**config.mk**
```make
export PLATFORM = sky130hd
export DESIGN_NAME = quantized_delta_rle_encoder
export DESIGN_NICKNAME = d
export VERILOG_FILES = /design/src/rtl/qdre_pkg.sv /design/src/rtl/qdre_fifo.sv /design/src/rtl/qdre_front.sv /design/src/rtl/qdre_back.sv /design/src/rtl/quantized_delta_rle_encoder.sv
export SDC_FILE = /design/constraint.sdc
export NUM_CORES = 1
export LEC_CHECK = 0
export BUFFER_PORTS_ARGS = -buffer_cell sky130_fd_sc_hd__buf_4
export CAP_MARGIN = 10
export CORE_MARGIN = 5
export CORE_UTILIZATION = 56
export DETAILED_ROUTE_END_ITERATION = 16
export PLACE_DENSITY = 0.79
export SLEW_MARGIN = 20
export SYNTH_ARGS = -nofsm -noshare
export SYNTH_HDL_FRONTEND = slang
export SYNTH_SLANG_ARGS = --single-unit
```
**constraint.sdc**
```tcl
create_clock -name clk -period 17.2 [get_ports clk]
set_input_delay 0.86 -clock clk [delete_from_list [all_inputs] [get_ports clk]]
set_output_delay 0.86 -clock clk [all_outputs]
set_load 0.02 [all_outputs]
```
**src/rtl/qdre_pkg.sv**
```systemverilog
// Shared widths, constants and types of the quantized delta run-length encoder.
package qdre_pkg;

  // Field widths
  localparam int SAMPLE_W    = 33;
  localparam int S_TDATA_W   = 40;
  localparam int TOKEN_W     = 28;
  localparam int M_TDATA_W   = 32;
  localparam int M_TUSER_W   = 2;

  // Arithmetic widths
  localparam int DIFF_W      = SAMPLE_W + 1;
  localparam int STEP_W      = DIFF_W - 8 + 1;
  localparam int RS_W        = 26;
  localparam int ERR_W       = 18;

  // Defaults
  localparam int DEFAULT_MAX_SAMPLES = 65536;
  localparam int FIFO_DEPTH          = 4;
  localparam int MIN_KEEP_SAMPLES    = 4;

  // Bit positions in m_axis_tuser
  localparam int TUSER_IS_COUNT = 0;
  localparam int TUSER_KEEP     = 1;

  // Token sequencer phases of the back end
  typedef enum logic [2:0] {
    PH_FIRST,
    PH_A0,
    PH_A1,
    PH_AC,
    PH_B0,
    PH_B1,
    PH_BC
  } phase_t;

endpackage

```
**src/rtl/qdre_fifo.sv**
```systemverilog
// Small register FIFO that decouples the front end from the token back end.
module qdre_fifo #(
  parameter int WIDTH = 8,
  parameter int DEPTH = qdre_pkg::FIFO_DEPTH
) (
  input  logic             clk,
  input  logic             rst,
  input  logic             push,
  input  logic [WIDTH-1:0] push_data,
  output logic             full,
  input  logic             pop,
  output logic             head_valid,
  output logic [WIDTH-1:0] head_data
);

  localparam int PTR_W = (DEPTH > 1) ? $clog2(DEPTH) : 1;
  localparam int CNT_W = $clog2(DEPTH + 1);

  logic [WIDTH-1:0] mem [DEPTH];
  logic [PTR_W-1:0] wr_ptr;
  logic [PTR_W-1:0] rd_ptr;
  logic [CNT_W-1:0] count;

  assign full       = (count == CNT_W'(DEPTH));
  assign head_valid = (count != '0);
  assign head_data  = mem[rd_ptr];

  // Storage
  always_ff @(posedge clk) begin
    if (push) begin
      mem[wr_ptr] <= push_data;
    end
  end

  // Pointers and fill count
  always_ff @(posedge clk) begin
    if (rst) begin
      wr_ptr <= '0;
      rd_ptr <= '0;
      count  <= '0;
    end else begin
      if (push) begin
        wr_ptr <= (wr_ptr == PTR_W'(DEPTH - 1)) ? '0 : wr_ptr + 1'b1;
      end
      if (pop) begin
        rd_ptr <= (rd_ptr == PTR_W'(DEPTH - 1)) ? '0 : rd_ptr + 1'b1;
      end
      if (push && !pop) begin
        count <= count + 1'b1;
      end else if (pop && !push) begin
        count <= count - 1'b1;
      end
    end
  end

endmodule

```
**src/rtl/qdre_front.sv**
```systemverilog
// Front end: quantizes the sample differences and tracks runs, one sample per cycle while fifo_full is low.
module qdre_front #(
  parameter  int MAX_SAMPLES = qdre_pkg::DEFAULT_MAX_SAMPLES,
  localparam int CW          = $clog2(MAX_SAMPLES + 1),
  localparam int ENTRY_W     = 2 * (qdre_pkg::TOKEN_W + CW) + 3
) (
  input  logic                              clk,
  input  logic                              rst,
  input  logic                              in_valid,
  output logic                              in_ready,
  input  logic signed [qdre_pkg::SAMPLE_W-1:0] sample_fine,
  input  logic                              last_sample,
  output logic                              push,
  output logic [ENTRY_W-1:0]                push_data,
  input  logic                              fifo_full
);

  localparam int SW = qdre_pkg::SAMPLE_W;
  localparam int DW = qdre_pkg::DIFF_W;
  localparam int PW = qdre_pkg::STEP_W;
  localparam int RW = qdre_pkg::RS_W;
  localparam int EW = qdre_pkg::ERR_W;
  localparam int TW = qdre_pkg::TOKEN_W;
  localparam int FW = DW - 8;
  localparam int XW = TW + 1;

  typedef struct packed {
    logic                 a_valid;
    logic signed [TW-1:0] a_value;
    logic [CW-1:0]        a_len;
    logic                 b_valid;
    logic signed [TW-1:0] b_value;
    logic [CW-1:0]        b_len;
    logic                 keep;
  } entry_t;

  // Divide by 256 with round half to even
  function automatic logic signed [PW-1:0] rne256(input logic signed [DW-1:0] x);
    logic [FW-1:0] fl;
    logic [7:0]    r;
    logic          up;
    fl = x[DW-1:8];
    r  = x[7:0];
    up = r[7] && ((r[6:0] != 7'd0) || fl[0]);
    return $signed({fl[FW-1], fl}) + $signed({{FW{1'b0}}, up});
  endfunction

  logic en;
  assign en       = !fifo_full;
  assign in_ready = en;

  // Stage 1: rounded sample and rounded step
  logic                 s1_v;
  logic                 s1_last;
  logic signed [PW-1:0] s1_step;
  logic [EW-1:0]        s1_q;
  logic signed [SW-1:0] prev_s;
  logic signed [DW-1:0] diff;
  logic signed [PW-1:0] q_full;

  assign diff   = $signed({sample_fine[SW-1], sample_fine}) - $signed({prev_s[SW-1], prev_s});
  assign q_full = rne256($signed({sample_fine[SW-1], sample_fine}));

  always_ff @(posedge clk) begin
    if (en) begin
      s1_step <= rne256(diff);
      s1_q    <= q_full[EW-1:0];
      s1_last <= last_sample;
    end
  end

  // Stage 2: running sum and error-feedback term
  logic                 s2_v;
  logic                 s2_last;
  logic signed [PW-1:0] s2_step;
  logic [EW-1:0]        s2_err;
  logic [RW-1:0]        rs;
  logic [RW-1:0]        rs_new;

  assign rs_new = rs + s1_step[RW-1:0];

  always_ff @(posedge clk) begin
    if (en) begin
      s2_step <= s1_step;
      s2_err  <= s1_q - rs_new[EW-1:0];
      s2_last <= s1_last;
    end
  end

  // Stage 3: coded difference, saturated to token width
  logic                 s3_v;
  logic                 s3_last;
  logic signed [TW-1:0] s3_d;
  logic [EW-1:0]        prev_err;
  logic signed [XW-1:0] d_full;
  logic signed [TW-1:0] d_sat;

  assign d_full = $signed({{(XW-PW){s2_step[PW-1]}}, s2_step})
                + $signed({{(XW-EW){s2_err[EW-1]}}, s2_err})
                - $signed({{(XW-EW){prev_err[EW-1]}}, prev_err});

  always_comb begin
    if (d_full[XW-1] != d_full[XW-2]) begin
      d_sat = d_full[XW-1] ? $signed({1'b1, {(TW-1){1'b0}}}) : $signed({1'b0, {(TW-1){1'b1}}});
    end else begin
      d_sat = d_full[TW-1:0];
    end
  end

  always_ff @(posedge clk) begin
    if (en) begin
      s3_d    <= d_sat;
      s3_last <= s2_last;
    end
  end

  // Per-shape state of the first three stages, cleared after the last sample
  always_ff @(posedge clk) begin
    if (rst) begin
      s1_v     <= 1'b0;
      s2_v     <= 1'b0;
      s3_v     <= 1'b0;
      prev_s   <= '0;
      rs       <= '0;
      prev_err <= '0;
    end else if (en) begin
      s1_v <= in_valid;
      s2_v <= s1_v;
      s3_v <= s2_v;
      if (in_valid) begin
        prev_s <= last_sample ? '0 : sample_fine;
      end
      if (s1_v) begin
        rs <= s1_last ? '0 : rs_new;
      end
      if (s2_v) begin
        prev_err <= s2_last ? '0 : s2_err;
      end
    end
  end

  // Run tracking and shape counters
  logic signed [TW-1:0] rv;
  logic [CW-1:0]        rl;
  logic [CW-1:0]        ss;
  logic [CW-1:0]        ts;
  logic                 emit_a;
  logic signed [TW-1:0] rv_upd;
  logic [CW-1:0]        rl_upd;
  logic [2:0]           n_a;
  logic [2:0]           n_b;
  logic [CW:0]          tok_sum;
  logic [CW-1:0]        ts_next;
  logic [CW-1:0]        ss_next;
  logic                 keep;
  entry_t               entry;

  always_comb begin
    emit_a = (rl != '0) && (s3_d != rv);
    if ((rl == '0) || emit_a) begin
      rv_upd = s3_d;
      rl_upd = CW'(1);
    end else begin
      rv_upd = rv;
      rl_upd = (rl < CW'(MAX_SAMPLES)) ? rl + 1'b1 : rl;
    end
    n_a     = emit_a ? ((rl > CW'(1)) ? 3'd3 : 3'd1) : 3'd0;
    n_b     = s3_last ? ((rl_upd > CW'(1)) ? 3'd3 : 3'd1) : 3'd0;
    tok_sum = {1'b0, ts} + (CW+1)'(n_a) + (CW+1)'(n_b);
    ts_next = (tok_sum > (CW+1)'(MAX_SAMPLES)) ? CW'(MAX_SAMPLES) : tok_sum[CW-1:0];
    ss_next = (ss < CW'(MAX_SAMPLES)) ? ss + 1'b1 : ss;
    keep    = (ss_next > CW'(qdre_pkg::MIN_KEEP_SAMPLES)) && (ts_next < ss_next);

    entry.a_valid = emit_a;
    entry.a_value = rv;
    entry.a_len   = rl;
    entry.b_valid = s3_last;
    entry.b_value = rv_upd;
    entry.b_len   = rl_upd;
    entry.keep    = keep;
  end

  assign push      = s3_v && en && (emit_a || s3_last);
  assign push_data = entry;

  always_ff @(posedge clk) begin
    if (rst) begin
      rv <= '0;
      rl <= '0;
      ss <= '0;
      ts <= '0;
    end else if (s3_v && en) begin
      if (s3_last) begin
        rv <= '0;
        rl <= '0;
        ss <= '0;
        ts <= '0;
      end else begin
        rv <= rv_upd;
        rl <= rl_upd;
        ss <= ss_next;
        ts <= ts_next;
      end
    end
  end

endmodule

```
**src/rtl/qdre_back.sv**
```systemverilog
// Back end: expands queued runs into tokens and holds them in the output register.
module qdre_back #(
  parameter  int MAX_SAMPLES = qdre_pkg::DEFAULT_MAX_SAMPLES,
  localparam int CW          = $clog2(MAX_SAMPLES + 1),
  localparam int ENTRY_W     = 2 * (qdre_pkg::TOKEN_W + CW) + 3
) (
  input  logic                                clk,
  input  logic                                rst,
  input  logic                                head_valid,
  input  logic [ENTRY_W-1:0]                  head_data,
  output logic                                pop,
  output logic                                out_valid,
  input  logic                                out_ready,
  output logic signed [qdre_pkg::TOKEN_W-1:0] token,
  output logic                                token_is_count,
  output logic                                end_of_shape,
  output logic                                keep_encoding
);

  localparam int TW = qdre_pkg::TOKEN_W;

  typedef struct packed {
    logic                 a_valid;
    logic signed [TW-1:0] a_value;
    logic [CW-1:0]        a_len;
    logic                 b_valid;
    logic signed [TW-1:0] b_value;
    logic [CW-1:0]        b_len;
    logic                 keep;
  } entry_t;

  entry_t               e;
  qdre_pkg::phase_t     phase;
  qdre_pkg::phase_t     phase_next;
  qdre_pkg::phase_t     cur;
  logic                 load;
  logic                 done;
  logic signed [TW-1:0] tok;
  logic                 tok_cnt;
  logic                 tok_end;
  logic [CW-1:0]        cnt;

  assign e    = head_data;
  assign load = head_valid && (!out_valid || out_ready);
  assign pop  = load && done;

  // Phase register
  always_ff @(posedge clk) begin
    if (rst) begin
      phase <= qdre_pkg::PH_FIRST;
    end else if (load) begin
      phase <= phase_next;
    end
  end

  // Token selection and next phase
  always_comb begin
    if (phase == qdre_pkg::PH_FIRST) begin
      cur = e.a_valid ? qdre_pkg::PH_A0 : qdre_pkg::PH_B0;
    end else begin
      cur = phase;
    end
    tok        = e.a_value;
    tok_cnt    = 1'b0;
    tok_end    = 1'b0;
    cnt        = e.a_len - CW'(2);
    done       = 1'b0;
    phase_next = qdre_pkg::PH_FIRST;
    case (cur)
      qdre_pkg::PH_A0: begin
        if (e.a_len > CW'(1)) begin
          phase_next = qdre_pkg::PH_A1;
        end else if (e.b_valid) begin
          phase_next = qdre_pkg::PH_B0;
        end else begin
          done = 1'b1;
        end
      end
      qdre_pkg::PH_A1: begin
        phase_next = qdre_pkg::PH_AC;
      end
      qdre_pkg::PH_AC: begin
        tok     = TW'(cnt);
        tok_cnt = 1'b1;
        if (e.b_valid) begin
          phase_next = qdre_pkg::PH_B0;
        end else begin
          done = 1'b1;
        end
      end
      qdre_pkg::PH_B0: begin
        tok = e.b_value;
        if (e.b_len > CW'(1)) begin
          phase_next = qdre_pkg::PH_B1;
        end else begin
          done    = 1'b1;
          tok_end = 1'b1;
        end
      end
      qdre_pkg::PH_B1: begin
        tok        = e.b_value;
        phase_next = qdre_pkg::PH_BC;
      end
      qdre_pkg::PH_BC: begin
        cnt     = e.b_len - CW'(2);
        tok     = TW'(cnt);
        tok_cnt = 1'b1;
        tok_end = 1'b1;
        done    = 1'b1;
      end
      default: begin
        done = 1'b1;
      end
    endcase
  end

  // Output register
  always_ff @(posedge clk) begin
    if (rst) begin
      out_valid <= 1'b0;
    end else if (load) begin
      out_valid <= 1'b1;
    end else if (out_ready) begin
      out_valid <= 1'b0;
    end
  end

  always_ff @(posedge clk) begin
    if (load) begin
      token          <= tok;
      token_is_count <= tok_cnt;
      end_of_shape   <= tok_end;
      keep_encoding  <= tok_end && e.keep;
    end
  end

endmodule

```
**src/rtl/quantized_delta_rle_encoder.sv**
```systemverilog
// Top level of the quantized delta run-length encoder.
//
// Usage:
//   Samples enter on the s_axis channel, one item per sample; s_axis_tlast
//   marks the final sample of a shape. Tokens leave on the m_axis channel:
//   a value token, or after two equal values a run count (length minus two),
//   flagged in m_axis_tuser. m_axis_tlast marks the last token of a shape,
//   where m_axis_tuser reports whether the encoding beat a sample count above MIN_KEEP_SAMPLES.
// Throughput: one sample per cycle while the queue has room. A sample yields
//   zero to six tokens; they leave at one per cycle while m_axis_tready is high,
//   so the rate is bounded by the token count.
// Path: the sample that closes a run passes three arithmetic stages, then the run
//   tracker writes the queue and the token sequencer loads the run's first token.
// Stalls: a four-entry queue sits between the front end and the token
//   sequencer; s_axis_tready drops only while that queue is full, so the
//   input keeps flowing while a token waits on m_axis.
// Reset: synchronous; clears the pipeline, the queue and all shape state.
//   Each shape also restarts from the zero state after its last sample.
module quantized_delta_rle_encoder #(
  parameter int MAX_SAMPLES = qdre_pkg::DEFAULT_MAX_SAMPLES
) (
  input  logic                               clk,
  input  logic                               rst,
  input  logic                               s_axis_tvalid,
  output logic                               s_axis_tready,
  input  logic [qdre_pkg::S_TDATA_W-1:0]     s_axis_tdata,  // [32:0] sample_fine, rest zero
  input  logic                               s_axis_tlast,  // last_sample
  output logic                               m_axis_tvalid,
  input  logic                               m_axis_tready,
  output logic [qdre_pkg::M_TDATA_W-1:0]     m_axis_tdata,  // [27:0] token, rest zero
  output logic [qdre_pkg::M_TUSER_W-1:0]     m_axis_tuser,  // [0] token_is_count, [1] keep_encoding
  output logic                               m_axis_tlast   // end_of_shape
);

  localparam int CW      = $clog2(MAX_SAMPLES + 1);
  localparam int ENTRY_W = 2 * (qdre_pkg::TOKEN_W + CW) + 3;
  localparam int TW      = qdre_pkg::TOKEN_W;

  logic                 push;
  logic [ENTRY_W-1:0]   push_data;
  logic                 fifo_full;
  logic                 pop;
  logic                 head_valid;
  logic [ENTRY_W-1:0]   head_data;
  logic signed [TW-1:0] token;
  logic                 token_is_count;
  logic                 keep_encoding;

  qdre_front #(
    .MAX_SAMPLES(MAX_SAMPLES)
  ) u_front (
    .clk         (clk),
    .rst         (rst),
    .in_valid    (s_axis_tvalid),
    .in_ready    (s_axis_tready),
    .sample_fine ($signed(s_axis_tdata[qdre_pkg::SAMPLE_W-1:0])),
    .last_sample (s_axis_tlast),
    .push        (push),
    .push_data   (push_data),
    .fifo_full   (fifo_full)
  );

  qdre_fifo #(
    .WIDTH(ENTRY_W),
    .DEPTH(qdre_pkg::FIFO_DEPTH)
  ) u_fifo (
    .clk        (clk),
    .rst        (rst),
    .push       (push),
    .push_data  (push_data),
    .full       (fifo_full),
    .pop        (pop),
    .head_valid (head_valid),
    .head_data  (head_data)
  );

  qdre_back #(
    .MAX_SAMPLES(MAX_SAMPLES)
  ) u_back (
    .clk            (clk),
    .rst            (rst),
    .head_valid     (head_valid),
    .head_data      (head_data),
    .pop            (pop),
    .out_valid      (m_axis_tvalid),
    .out_ready      (m_axis_tready),
    .token          (token),
    .token_is_count (token_is_count),
    .end_of_shape   (m_axis_tlast),
    .keep_encoding  (keep_encoding)
  );

  // Output packing
  assign m_axis_tdata = {{(qdre_pkg::M_TDATA_W - TW){1'b0}}, token};
  assign m_axis_tuser = {keep_encoding, token_is_count};

endmodule

```
**Word-level counts from Yosys, hierarchy flattened**

Memory sizes are Yosys's and may differ from the RTL's. A register that Yosys moved wholly into a read port is not among the register bits.
Index checks and enable logic that the tools add are counted.
W data, S select, Z words.

- Add/subtract/negate cells: 17
- $lt $le $gt $ge: 9
- Equal/unequal tests: 11
- Mux-type cells: 41
- Bitwise gates (word level): 1
- Reductions and logical operators: 34

Operator list:

| cell | count |
|---|---|
| $mux W17 | 7 |
| $mux W28 | 4 |
| $pmux W28 S3 | 1 |
| $gt A17 B1 Y1 const B | 4 |
| $add A17 B1 Y17 const B | 2 |
| $lt A17 B17 Y1 const B | 2 |
| $sub A17 B2 Y17 const B | 2 |
| $sub A33 B33 Y34 | 1 |
| $mux W33 | 1 |
| $sub A28 B18 Y29 | 1 |
| $add A27 B18 Y28 | 1 |
| $ne A28 B28 Y1 | 1 |
| $add A26 B2 Y27 | 1 |
| $mux W3 | 9 |
| $add A26 B26 Y26 | 1 |
| $mux W26 | 1 |
| $add A17 B3 Y18 | 1 |
| $add A18 B2 Y18 | 1 |
| $add A18 B3 Y18 | 1 |
| $gt A18 B17 Y1 const B | 1 |
| $mux W18 | 1 |
| $sub A18 B18 Y18 | 1 |
| $gt A17 B3 Y1 const B | 1 |
| $logic_not A17 Y1 | 1 |
| other kinds (25) | 66 |

- Register bits: 322
- RAM bits: 372
- Input bits: 45
- Word-level logic and storage cells: 141
- Memories: 1

Memories:

| memory | depth | width | read ports | clocked after memory_dff | write ports | RTL line | source |
|---|---|---|---|---|---|---|---|
| u_fifo.mem | 4 | 93 | 1 | 1 | 1 | qdre_fifo.sv:19 | `logic [WIDTH-1:0] mem [DEPTH];` |

**Depth between registers and ports, before layout**

- Word-level depth: 12
- Gate-level depth with buffers: 34

**Modules after synthesis**

Synthesis repeated with hierarchy kept, for this count alone.

- Cell total of the unflattened synthesis: 2,909
- Area, all modules: 34,757.1 µm²

Modules (own cells, without submodules):

| module | instances | cells an instance | area each (µm²) | seq. area each (µm²) |
|---|---|---|---|---|
| qdre_front | 1 | 2,149 | 18,432.7 | 6,656.4 |
| qdre_fifo | 1 | 529 | 13,859.5 | 11,350.9 |
| qdre_back | 1 | 224 | 2,416.1 | 1,011.0 |
| quantized_delta_rle_encoder | 1 | 7 | 48.8 | 0.0 |

**Worst setup path before layout**

No wires, ideal clock.

- Kind: reg-to-reg
- Start: register u_front.rl[0]
- End: memory u_fifo.mem[0][0] (netlist name), data pin
- Library setup time: 0.290 ns
- Arrival time: 6.728 ns
- Data required time: 16.910 ns
- Slack: 10.181 ns
- Stages on the path, launching flop included: 32
- Path buffers: 0
- Cells stage by stage: dfxtp_1 ha_1 nand3_1 nor3_1 nand3_1 xor2_1 nor2_1 nor4_1 nand2_1 o41ai_1 fa_1 inv_1 ha_1 fa_1 or4_1 nor4_1 o2111a_1 nand4_1 o21bai_1 nand3_1 and2_1 ha_1 a21o_1 a21o_1 a21oi_1 nor2b_1 o21ai_0 nand2b_1 a21o_1 a21oi_1 nor3_1 a2111oi_0

- Word-level cells in the longest chain between the ends: 12
- Elaborated cells between the ends (all ways): 20
- Those cells by class: add/sub: 3; order compare: 5; mux: 7; reduce/logical: 5

RTL lines:

| item | RTL line | source |
|---|---|---|
| start: declaration | qdre_front.sv:144 | `logic [CW-1:0] rl;` |
| start signal: assignment | qdre_front.sv:200 | `rl <= rl_upd;` |
| branches (longest 3 deep; another with $add A17 B1 Y17) | n/a |  |
| $mux W17 (*) | qdre_front.sv:160 | `if ((rl == '0) \|\| emit_a) begin` |
| via push_data[13] | quantized_delta_rle_encoder.sv:40 | `logic [ENTRY_W-1:0] push_data;` |
| $gt A17 B1 Y1 (*) | qdre_front.sv:168 | `n_b = s3_last ? ((rl_upd > CW'(1)) ? 3'd3 : 3'd1) : 3'd0;` |
| $mux W2 (*) | qdre_front.sv:168 |  |
| $mux W3 (*) | qdre_front.sv:168 |  |
| $add A18 B3 Y18 (*) | qdre_front.sv:169 | `tok_sum = {1'b0, ts} + (CW+1)'(n_a) + (CW+1)'(n_b);` |
| $gt A18 B17 Y1 | qdre_front.sv:170 | `ts_next = (tok_sum > (CW+1)'(MAX_SAMPLES)) ? CW'(MAX_SAMPLES) : tok_sum[CW-1:0];` |
| $mux W17 (*) | qdre_front.sv:170 |  |
| $lt A17 B17 Y1 (*) | qdre_front.sv:172 | `keep = (ss_next > CW'(qdre_pkg::MIN_KEEP_SAMPLES)) && (ts_next < ss_next);` |
| $logic_and A1 B1 Y1 (*) | qdre_front.sv:172 |  |
| via push_data[0] | quantized_delta_rle_encoder.sv:40 |  |
| end: declaration | qdre_fifo.sv:19 |  |

Mark *: on every way through the listed nets, which the timed path passes.

**Final worst setup path**

- Start: register u_front.s3_d[15]
- End: memory u_fifo.mem[2][0] (netlist name), data pin

- Word-level cells in the longest chain between the ends: 12
- Elaborated cells between the ends (all ways): 14
- Those cells by class: add/sub: 2; order compare: 3; eq/ne: 1; mux: 5; reduce/logical: 3

RTL lines:

| item | RTL line | source |
|---|---|---|
| start: declaration | qdre_front.sv:93 | `logic signed [TW-1:0] s3_d;` |
| start signal: assignment | qdre_front.sv:112 | `s3_d <= d_sat;` |
| $ne A28 B28 Y1 (*) | qdre_front.sv:159 | `emit_a = (rl != '0) && (s3_d != rv);` |
| $logic_and A1 B1 Y1 (*) | qdre_front.sv:159 |  |
| $logic_or A1 B1 Y1 (*) | qdre_front.sv:160 |  |
| $mux W17 (*) | qdre_front.sv:160 |  |
| via push_data[4] | quantized_delta_rle_encoder.sv:40 |  |
| $gt A17 B1 Y1 (*) | qdre_front.sv:168 |  |
| $mux W2 (*) | qdre_front.sv:168 |  |
| $mux W3 (*) | qdre_front.sv:168 |  |
| $add A18 B3 Y18 (*) | qdre_front.sv:169 |  |
| $gt A18 B17 Y1 | qdre_front.sv:170 |  |
| $mux W17 (*) | qdre_front.sv:170 |  |
| $lt A17 B17 Y1 (*) | qdre_front.sv:172 |  |
| $logic_and A1 B1 Y1 (*) | qdre_front.sv:172 |  |
| via push_data[0] | quantized_delta_rle_encoder.sv:40 |  |

The timed path passes the listed nets; every way through them passes the cells marked *.

==> flow_summary.ini <==
[outcome]
status = finished, final reports clean

[routing]
remaining_drc_errors = 0
ant_nets = 0
avgViaCountPerCell = 6.05
routed-via-count = 22800
avgRoutedWirePerCell_um = 20.5
routed_wl_um = 77200
dr.pass1.iters = 6
drt-initial-drc-count = 2022

[layout]
final_cells = 3764
ff_latch_area_mm2 = 0.0190
final_common_cell = edfxtp_1
diodes = 0
layout_common_cells = 524 x edfxtp_1, 245 x nor2_1, 233 x a21oi_1, 203 x inv_1
drive_above_1_share_pct = 11.6
fill_cells = 4638
area_growth_syn_to_layout_pct = 9.81
multiInputGateArea_mm2 = 0.0140
nets = 3123

[setup_path]
worstReg2RegStart = u_front.s3_d[15]
cp-start-kind = register
cp_top_family = simple AND/OR/NAND/NOR gates
worst_r2r_path_depth = 33
crit_fanout = 21
crit_arrival_ns = 9.61
reg2reg_slack_ns = 7.84
slowest_delay_ns = 0.91
required_ns = 17.44
worst_setup_path_end_kind = register
critical_path.slowest_cell = a2111oi_0
path_common_cell = nor4_1
regToRegEndpoint = u_fifo.mem[2][0]
path_class = reg -> reg
crit_buf_inv = 2

[clock_network]
postCtsResizedCells = 0
post-cts-setup-buffers = 0
clk_pin_slew_ns = 0.06
clock-root-buffer = clkbuf_16
cts_sinks = 688
hold_buffers = 0
insertion_delay_ns = 0.61
cts_tree = yes
cts_max_level = 3
clk_path_buf_depth = 3
cts_buffers = 71

[synthesis]
synthMuxAreaShare_pct = 6.79
ys_types = 94
synth_top_family_by_area = simple AND/OR/NAND/NOR gates
yosys_register_bits = 688
synth-simple-area-share_pct = 11.9
synth_edf_count = 524
synth_async_sr_flop_share_pct = 0
synth-compound-area-share_pct = 9.96
synth-seq-area-share_pct = 55.2
synth_flop_cell = edfxtp_1
synthAdderAreaFrac_pct = 6.74
yosys_warnings = 0
netlist_instances = 2913
synth-xor-area-share_pct = 5.21
synth_area_mm2 = 0.0344
avgSynthCellArea_um2 = 11.8

[placement]
numPortBuffers = 70
dp_hpwl_um = 50600
dp_cells = 3633
gp_congestion = 0.927

[hold_path]
hp-start = u_front.s1_step[25]
hold_depth = 0
min_to = u_front.s2_step[25]
min_path_type = reg -> reg

[timing]
hold_viol = 0
finalSetupTns_ns = 0
report.final.slew_viol_count = 0
tightest_slew_ns = 1.08
clock.fmax_mhz = 107
slew_headroom_pct = 26.2
skew_ns = 0.0198
rsz0062_at_grt = false
final-setup-viol-count = 0
period_needed_ns = 9.36
hold_slack_ns = 0.427
period_share_pct = 54.4

[grt]
track_usage_pct = 23.1
antenna_found_initial = 0
grt_pass1_vias = 23100
grt_start_max_net_pins = 78
grt_overflow = 0
grt_first_pass_wirelength_um = 124000

[pwr]
power_density_mw_per_mm2 = 143
p_leak_nw = 14.0
ir_drop_mv = 0.117
finalPower_mw = 5.42

[die]
rows = 91
start_util_pct = 56.1
io_pins = 82
die-area_mm2 = 0.0666
core_area_mm2 = 0.0614
die_x_um = 258
die_height_um = 258

[run]
drv_cap = 0
==> per-layer routing <==
layer  vias up  part of all wire [%]  routed length (um)  global-route usage, %
met3       168                   6.4                4950                   3.44
met2       846                    50               38400                   39.4
met4         0                   3.5                2710                   8.81
li1      10700                     -                   -                      -
met5         -                     0                   0                      0
met1     11100                    40               31200                   30.2
==> state kept, by name (all words and copies together), names as in the netlist, 18 cells and up, named ones only <==
| signal | count |
|---|---|
| u_back.token | 28 |
| u_front.s2_err | 18 |
| u_front.s2_step | 27 |
| u_front.rs | 18 |
| u_front.s3_d | 28 |
| u_front.rv | 28 |
| u_front.prev_s | 33 |
| u_front.s1_q | 18 |
| u_front.s1_step | 27 |
| u_front.prev_err | 18 |
| u_fifo.mem | 372 |
==> synth_stat cells, drive strengths merged, types with 8 or more instances <==
cell      n  area (um^2)
edfxtp  524        15700
nor2    248          938
a21oi   235         1190
inv     203          762
nand2   166          631
dfxtp   164         3280
clkbuf  129          485
ha      128         1600
xnor2   108          946
xor2     97          850
mux4     93         2090
o21ai    92          468
nor3     74          375
nand3    66          330
and3     56          350
a22oi    38          285
nand4    38          238
nor3b    37          294
a21o     35          263
fa       34          681
buf      32          174
and2     29          181
nor4     28          196
nor2b    22          138
o21a     22          173
mux2i    20          200
o21bai   17          128
nand2b   15         93.8
a31oi    14         87.6
or3      12         80.1
o211ai   10         80.1
o31ai     9         67.6
o221ai    8         70.1
or2       8         50.1
==> metrics by stage <==
step                worst slack, ns  instance area (um^2)  util (%)
detailed placement             8.03                 35500      57.8
global placement               8.16                 35500      57.8
CTS                            7.97                 37800      61.6
floorplan                     10.18                 34500         -
finish                         7.84                 37800      61.6
global route                   7.38                 37800      61.6
==> layout make-up <==
| class | instances | area share (%) |
|---|---|---|
| Clock buffer | 91 | 5.14 |
| Clock inverter | 40 | 1.04 |
| Inverter | 204 | 2.03 |
| Multi-Input combinational cell | 1863 | 37.1 |
| Sequential cell | 688 | 50.3 |
| Tap cell | 790 | 2.61 |
| Timing Repair Buffer | 88 | 1.75 |
==> power breakdown <==
| part | leakage (nW) | switching, mW | internal, mW |
|---|---|---|---|
| logic | 6.51 | 1.13 | 0.629 |
| registers | 6.39 | 0.0994 | 2.04 |
| clock network | 1.14 | 0.650 | 0.872 |
==> worst register-to-register path: cells and delay by family, from the launching register on <==
family                   cells  cell delay (ns)
XOR/XNOR                     2             0.39
flip-flops                   1             0.47
adder cells (fa/ha/maj)      4             1.54
buffers and inverters        2             0.32
AO/OA/AOI/OAI               11             2.57
AND/OR/NAND/NOR             14             3.73
==> cell families (layout without fill, tap and decap cells) <==
kind of cell	Yosys count	after routing
AOI/OAI and AO/OA	548	548
xor gates and xnor gates	205	205
adders and majority gates	166	166
buffers and inverters	365	423
DFF	688	688
muxes	117	117
other	1	4
and+or+nand+nor	823	823
==> worst max path at each step <==
stage	start	endpoint	slack (ns)	depth (start not counted)
after floorplan	u_front.rl[0]	u_fifo.mem[0][0]	10.18	31
after global routing	u_front.s3_d[15]	u_fifo.mem[2][0]	7.38	33
after detailed placement	u_front.s3_d[15]	u_fifo.mem[3][0]	8.03	33
after global placement	u_front.s3_d[15]	u_fifo.mem[0][0]	8.16	33
final	u_front.s3_d[15]	u_fifo.mem[2][0]	7.84	33
after CTS	u_front.s3_d[15]	u_fifo.mem[2][0]	7.97	33
No activity file was read; power rests on OpenSTA's default activity.
